--- src/lbsg_pkg.sv ---
`default_nettype none

package lbsg_pkg;

  localparam int FRAME_SIDE_DEFAULT = 256;

  // The stamp window is a fixed 8x8 patch, offset three pixels up and left.
  localparam int PATCH_SIDE   = 8;
  localparam int PATCH_BITS   = 3;
  localparam int PATCH_HALF   = 3;
  localparam int PATCH_AREA   = PATCH_SIDE * PATCH_SIDE;
  localparam int CNT_W        = 2 * PATCH_BITS + 1;

  // Signed width of a window coordinate: an 8-bit centre plus the offset.
  localparam int COORD_W      = 10;

  localparam logic [6:0] EFF_CAP  = 7'd64;
  localparam logic [7:0] LUMA_MAX = 8'hFF;
  localparam logic [7:0] LUMA_MID = 8'd128;

  localparam int CFG_W     = 10;
  localparam int CFG_IDX_W = 2;

  localparam logic [1:0] CMD_WRITE = 2'd0;
  localparam logic [1:0] CMD_STAMP = 2'd1;
  localparam logic [1:0] CMD_READ  = 2'd2;

  localparam logic [CFG_IDX_W-1:0] REG_BASE_GAIN   = 2'd0;
  localparam logic [CFG_IDX_W-1:0] REG_DETAIL_GAIN = 2'd1;
  localparam logic [CFG_IDX_W-1:0] REG_GUIDANCE    = 2'd2;

  localparam logic [8:0] BASE_GAIN_RESET   = 9'd102;
  localparam logic [8:0] DETAIL_GAIN_RESET = 9'd153;
  localparam logic [9:0] GUIDANCE_RESET    = 10'd384;

  localparam logic [7:0] PATCH_WEIGHT [PATCH_AREA] = '{
    8'd16, 8'd32,  8'd48,  8'd64,  8'd64,  8'd48,  8'd32,  8'd16,
    8'd32, 8'd64,  8'd96,  8'd128, 8'd128, 8'd96,  8'd64,  8'd32,
    8'd48, 8'd96,  8'd144, 8'd192, 8'd192, 8'd144, 8'd96,  8'd48,
    8'd64, 8'd128, 8'd192, 8'd255, 8'd255, 8'd192, 8'd128, 8'd64,
    8'd64, 8'd128, 8'd192, 8'd255, 8'd255, 8'd192, 8'd128, 8'd64,
    8'd48, 8'd96,  8'd144, 8'd192, 8'd192, 8'd144, 8'd96,  8'd48,
    8'd32, 8'd64,  8'd96,  8'd128, 8'd128, 8'd96,  8'd64,  8'd32,
    8'd16, 8'd32,  8'd48,  8'd64,  8'd64,  8'd48,  8'd32,  8'd16
  };

  typedef struct packed {
    logic             load_item;
    logic             write_blend;
    logic             read_issue;
    logic             read_mul;
    logic             read_finish;
    logic             calc_eff;
    logic             stamp_issue;
    logic [CNT_W-1:0] cnt;
    logic             load_result;
  } lbsg_cmd_t;

  typedef struct packed {
    logic eff_zero;
    logic out_free;
  } lbsg_status_t;

endpackage

`default_nettype wire

--- src/lbsg_ctrl.sv ---
`default_nettype none

module lbsg_ctrl (
  input  wire logic                   clk,
  input  wire logic                   rst,
  input  wire logic                   item_valid,
  input  wire logic [1:0]             item_command,
  output      logic                   item_ready,
  output      lbsg_pkg::lbsg_cmd_t    cmd,
  input  wire lbsg_pkg::lbsg_status_t status
);
  import lbsg_pkg::*;

  typedef enum logic [7:0] {
    S_IDLE = 8'b0000_0001,
    S_WR   = 8'b0000_0010,
    S_RD   = 8'b0000_0100,
    S_RMUL = 8'b0000_1000,
    S_RFIN = 8'b0001_0000,
    S_EFF  = 8'b0010_0000,
    S_ST   = 8'b0100_0000,
    S_DONE = 8'b1000_0000
  } state_t;

  state_t           state;
  state_t           state_next;
  logic [CNT_W-1:0] cnt;
  logic [CNT_W-1:0] cnt_next;

  always_ff @(posedge clk) begin
    if (rst) begin
      state <= S_IDLE;
      cnt   <= '0;
    end else begin
      state <= state_next;
      cnt   <= cnt_next;
    end
  end

  always_comb begin
    state_next = state;
    cnt_next   = cnt;
    cmd        = '0;
    cmd.cnt    = cnt;
    item_ready = (state == S_IDLE);
    unique case (state)
      S_IDLE: begin
        if (item_valid) begin
          cmd.load_item = 1'b1;
          unique case (item_command)
            CMD_WRITE: state_next = S_WR;
            CMD_STAMP: state_next = S_EFF;
            CMD_READ:  state_next = S_RD;
            default:   state_next = S_DONE;
          endcase
        end
      end
      S_WR: begin
        cmd.write_blend = 1'b1;
        state_next      = S_DONE;
      end
      S_RD: begin
        cmd.read_issue = 1'b1;
        state_next     = S_RMUL;
      end
      S_RMUL: begin
        cmd.read_mul = 1'b1;
        state_next   = S_RFIN;
      end
      S_RFIN: begin
        cmd.read_finish = 1'b1;
        state_next      = S_DONE;
      end
      S_EFF: begin
        cmd.calc_eff = 1'b1;
        cnt_next     = '0;
        state_next   = status.eff_zero ? S_DONE : S_ST;
      end
      S_ST: begin
        // One window pixel is read per cycle; the final counter value reads nothing and lets the write stage drain.
        cmd.stamp_issue = 1'b1;
        cnt_next        = cnt + 1'b1;
        if (cnt == CNT_W'(PATCH_AREA)) begin
          state_next = S_DONE;
        end
      end
      S_DONE: begin
        if (status.out_free) begin
          cmd.load_result = 1'b1;
          state_next      = S_IDLE;
        end
      end
      default: state_next = S_IDLE;
    endcase
  end

endmodule

`default_nettype wire

--- config.mk ---
export PLATFORM = sky130hd
export DESIGN_NAME = lbsg_ctrl
export DESIGN_NICKNAME = d
export VERILOG_FILES = /design/src/lbsg_pkg.sv /design/src/lbsg_ctrl.sv
export SDC_FILE = /design/constraint.sdc
export NUM_CORES = 1
export LEC_CHECK = 0
export BUFFER_PORTS_ARGS = -buffer_cell sky130_fd_sc_hd__clkbuf_2
export CORE_MARGIN = 2
export CORE_UTILIZATION = 50
export CTS_CLUSTER_DIAMETER = 50
export CTS_CLUSTER_SIZE = 24
export DETAILED_ROUTE_END_ITERATION = 6
export PLACE_DENSITY = 0.76
export SLEW_MARGIN = 10
export SYNTH_ARGS = -nofsm -noshare
export SYNTH_HDL_FRONTEND = slang
export SYNTH_SLANG_ARGS = --single-unit
--- constraint.sdc ---
create_clock -name clk -period 2.9 [get_ports clk]
set_clock_uncertainty 0.2 [all_clocks]
set_input_delay 0.58 -clock clk [delete_from_list [all_inputs] [get_ports clk]]
set_output_delay 0.58 -clock clk [all_outputs]
set_load 0.02 [all_outputs]
Word-level counts from Yosys, hierarchy flattened
Cells that the tools add are included.
{ "classes": {"n_addsub": 1, "mul": 0, "div_mod_pow": 0, "n_lt_le_gt_ge": 0, "eq_ne": 14, "shift": 0, "mux": 17, "bitwise_logic": 0, "reduce_logical": 4} }
{ "op_table": {"columns": ["cell", "count"], "rows": [
  ["$pmux W8 S7", 1],
  ["$mux W8", 4],
  ["$pmux W8 S3", 1],
  ["$pmux W7 S2", 1],
  ["$mux W1", 10],
  ["$eq A8 B1 Y1 const B", 1],
  ["$eq A8 B2 Y1 const B", 1],
  ["$eq A8 B3 Y1 const B", 1],
  ["$eq A8 B4 Y1 const B", 1],
  ["$eq A8 B5 Y1 const B", 1],
  ["$eq A8 B6 Y1 const B", 1],
  ["$eq A8 B7 Y1 const B", 1],
  ["$eq A8 B8 Y1 const B", 1],
  ["$add A7 B1 Y7 const B", 1],
  ["$eq A7 B7 Y1 const B", 1],
  ["$ne A2 B2 Y1 const B", 3],
  ["$reduce_and A3 Y1", 1],
  ["$eq A2 B1 Y1 const B", 1],
  ["$eq A2 B2 Y1 const B", 1],
  ["$logic_not A2 Y1", 1],
  ["$reduce_bool A2 Y1", 1],
  ["$reduce_or A2 Y1", 1]
]} }
{ "totals": {"ff_bits": 15, "latch_bits": 0, "ramBits": 0, "romBits": 0, "output_inout_bits": 16, "elab_cells": 38, "memories": 0} }

Logic depth before layout (Yosys ltp)
{ "logic_depth": {"word_depth": 4, "ltp_mapped": 8, "ltp_nobuf": 7} }

Worst setup path before layout
No wires, ideal clock.
{ "synth_path": {"path_kind": "register -> output", "from": "register state[0]", "to": "output port cmd[8] in the netlist's numbering", "arrival_ns": 1.730, "required_time_ns": 2.120, "setup_slack_ns": 0.390, "stages_incl_launch_ff": 6, "path_cell_list": "dfxtp_1 > buf_6 > or4_4 > or4_1 > clkbuf_2 > inv_1"} }
{ "synth_lines": {"columns": ["element", "line_no", "source"], "rows": [
  ["start, declared", "lbsg_ctrl.sv:25", "state_t state;"],
  ["start signal, assigned", "lbsg_ctrl.sv:35", "state <= state_next;"],
  ["end, declared", "lbsg_ctrl.sv:9", "output lbsg_pkg::lbsg_cmd_t cmd,"]
]} }

==> impl_metrics.csv <==
group,metric,value,unit
power,irDropWorstVdd,383,uV
hold_path,hold_crit_class,"input port to flip-flop",
setup_path,setup.worst_path.end_class,"output port",
yosys,netlist_instances,117,
placement,globalplace.congestion,0.905,
setup_path,r2r_start,"state[4]",
routing,routed_wirelength,2010,um
placement,dpl.hpwl,1540,um
cells_and_area,layout-drive-gt1-share,23.0,%
yosys,synth-compound-area-share,15.8,%
global_route,grtUsageMet1,24.3,%
yosys,ys.flop_type,"sky130_fd_sc_hd__dfxtp_1",
setup_path,timing.reg2reg.setup_slack,0.34,ns
setup_path,arr_time_crit_path,2.05,ns
timing,hold_slack,0.287,ns
routing,route.detailed.drc,0,
global_route,grt_max_degree,15,
cells_and_area,utilization,61.9,%
setup_path,required_time_reported_for_the_critical_path_endpoint,2.12,ns
clock_tree,clock_slew_at_reported_path_ffs,0.09,ns
routing,per_cell_routed_wire_length,12.2,um
global_route,wire_length_of_the_first_global_routing_pass,3210,um
placement,placed_cells_incl_taps,158,
timing,worst_slew_margin_rel,57.1,%
setup_path,worstSetupStartpoint,"state[4]",
yosys,synth_fp_nets,126,
floorplanning,die_area,2160,sq um
power,static-leakage-power,0.441,nW
setup_path,start_kind,"flip-flop",
yosys,post_synth_instance_area,901,sq um
timing,transition_time_at_the_pin_with_the_least_slew_margin,0.638,ns
clock_tree,cts_tree,"done",
floorplanning,chipWidth,46.4,um
floorplanning,design.portCount,23,
yosys,mux_share_of_post_synthesis_cell_area,0,%
yosys,synth_area_in_xor_xnor,1.94,%
yosys,synthDistinctLibCells,39,
clock_tree,max-clock-path-buffers,2,
clock_tree,clock-sinks,15,
cells_and_area,antennaDiodeCount,0,
timing,drv_slew,0,
yosys,async_reset_ff_share,0,%
clock_tree,clock-root-buffer,"sky130_fd_sc_hd__clkbuf_4",
clock_tree,insertion_delay_to_the_later_sink_of_the_worst_skew_pair,0.29,ns
clock_tree,htree_levels,1,
routing,detail-route-antenna-nets,0,
global_route,antenna_found_initial,0,
cells_and_area,layout.cells.most_common_list,"22 x sky130_fd_sc_hd__clkbuf_2, 15 x sky130_fd_sc_hd__nor2_1, 15 x sky130_fd_sc_hd__dfxtp_1, 7 x sky130_fd_sc_hd__nand2_1, 7 x sky130_fd_sc_hd__o21ai_0",
global_route,grt_use_total,21.0,%
timing,fin_tns_setup,0,ns
job,cap_viol_max_count,0,
timing,rsz0062_at_grt,"false",
global_route,fraction_of_met3_tracks_used_by_global_routing,8.63,%
setup_path,critical_path_peak_fanout,7,
yosys,synth-warning-count,0,
yosys,synth_sequential_area_ratio,33.3,%
yosys,synth_top_family_by_area,"simple AND/OR/NAND/NOR gates",
timing,setup_viol_count_final,0,
cells_and_area,instances_no_fill,164,
global_route,grtUsageMet2,34.4,%
clock_tree,cts-buffers-inserted,3,
floorplanning,die_h,46.4,um
floorplanning,core-area,1710,sq um
timing,layout_worst_path_cycle_share,97.6,%
global_route,grt.busiest_layer,"met2",
routing,vias_per_cell,5.83,
status,outcome,"finished, final reports clean",
timing,max_clock_freq,0.353,GHz
setup_path,criticalPathCategory,"flip-flop to output port",
yosys,synthAdderAreaFrac,2.78,%
yosys,yosys.area_share.simple,39.7,%
cells_and_area,finish.net_count,149,
cells_and_area,flow.area_growth_from_synthesis,17.4,%
routing,drc_marker_count_from_the_first_detailed_route_iteration,21,
yosys,syn_area_per_cell,7.70,sq um
cells_and_area,finalInstanceArea,1060,sq um
power,power_density,397,nW/um^2
routing,detailroute.via_count,956,
placement,port_buffers,22,
floorplanning,initial_utilization,52.7,%
hold_path,hold_path_startpoint,"item_command[1]",
timing,hold_viol,0,
global_route,via_count_of_the_first_global_routing_pass,785,
cells_and_area,filler_cell_count,153,
timing,finalWorstPathRequiredPeriod,2.83,ns
cells_and_area,mostFrequentLayoutCell,"sky130_fd_sc_hd__clkbuf_2",
yosys,number_of_enable_type_register_cells_in_the_synthesized_netlist,0,
routing,firstDrtPassIters,4,
global_route,grt_overflow_total,0,
floorplanning,core.rowCount,15,
placement,dpl_cell_area,1010,sq um
yosys,yosys_register_bits,15,
==> final cells by class <==
type                            instances  area, sq um  area share [%]
Tap cell                               25         31.3            2.96
Timing Repair Buffer                   25          133            12.5
Sequential cell                        15          300            28.4
Multi-Input combinational cell         89          543            51.4
Clock inverter                          1         5.00           0.473
Inverter                                6         22.5            2.13
Clock buffer                            3         22.5            2.13
==> critical path: stages, from the launching register on <==
cell                       delay (ns)
sky130_fd_sc_hd__dfxtp_1         0.37
sky130_fd_sc_hd__or4_4           0.55
sky130_fd_sc_hd__or4_1           0.53
sky130_fd_sc_hd__inv_2           0.13
sky130_fd_sc_hd__clkbuf_2        0.18
==> sequential cells by signal, indices dropped and copies added (netlist names) <==
| signal | cells |
|---|---|
| state | 8 |
| cnt | 7 |
==> synth_stat cells (2+ instances only) <==
library cell               number  area share, %
sky130_fd_sc_hd__a21oi_1        6            3.3
sky130_fd_sc_hd__and3_1         2            1.4
sky130_fd_sc_hd__clkbuf_1       5            2.1
sky130_fd_sc_hd__dfxtp_1       15             33
sky130_fd_sc_hd__ha_1           2            2.8
sky130_fd_sc_hd__inv_1          6            2.5
sky130_fd_sc_hd__nand2_1        7            2.9
sky130_fd_sc_hd__nand2b_1       2            1.4
sky130_fd_sc_hd__nand3_1        4            2.2
sky130_fd_sc_hd__nand3b_1       3            2.5
sky130_fd_sc_hd__nand4b_1       2            1.9
sky130_fd_sc_hd__nor2_1        15            6.2
sky130_fd_sc_hd__nor2b_1        2            1.4
sky130_fd_sc_hd__nor3_1         6            3.3
sky130_fd_sc_hd__nor3b_1        5            4.2
sky130_fd_sc_hd__o21ai_0        7            3.9
sky130_fd_sc_hd__o31ai_1        2            1.7
sky130_fd_sc_hd__or3_1          2            1.4
sky130_fd_sc_hd__or4_1          4            3.3
==> stage by stage <==
stage	total power [mW]	setup slack, ns
after floorplan	0.286	0.390
after global placement	0.303	0.364
after detailed placement	0.305	0.323
after CTS	0.423	0.0545
after global routing	0.437	0.00757
final	0.420	0.0699
==> power by group <==
group	switching, mW	internal [mW]
combinational	0.0478	0.0327
clock	0.0666	0.0513
sequential	0.0103	0.211
==> path summary, 6_finish.rpt <==
path                                 end  cells after the start
worst max register to register    cnt[6]                      5
worst min register to register    cnt[5]                      1
worst min-delay path            state[1]                      2
worst max-delay path              cmd[8]                      4
==> metal layers <==
layer  share of wire [%]  vias to the layer above
li1                    -                      474
met1                  43                      444
met2                  48                       34
met3                 7.7                        4
met4                0.90                        0
met5                   0                        -
==> logic make-up after synthesis <==
family | count (synthesis)
flip-flops | 15
AO/OA/AOI/OAI | 23
AND/OR/NAND/NOR | 62
adder cells (fa/ha/maj) | 2
buffers and inverters | 13
XOR/XNOR | 2
==> what timing repair did <==
item / 4_1_cts / 5_1_grt
hold buffers: 0 / 0
pin swaps: 0 / 0
endpoints found under the setup margin: 1 / 1
cloned: 0 / 0
hold endpoints to repair: 0 / 0
gates resized for setup: 1 / 0
buffers inserted: 0 / 2
No activity file was read; power rests on OpenSTA's default activity.
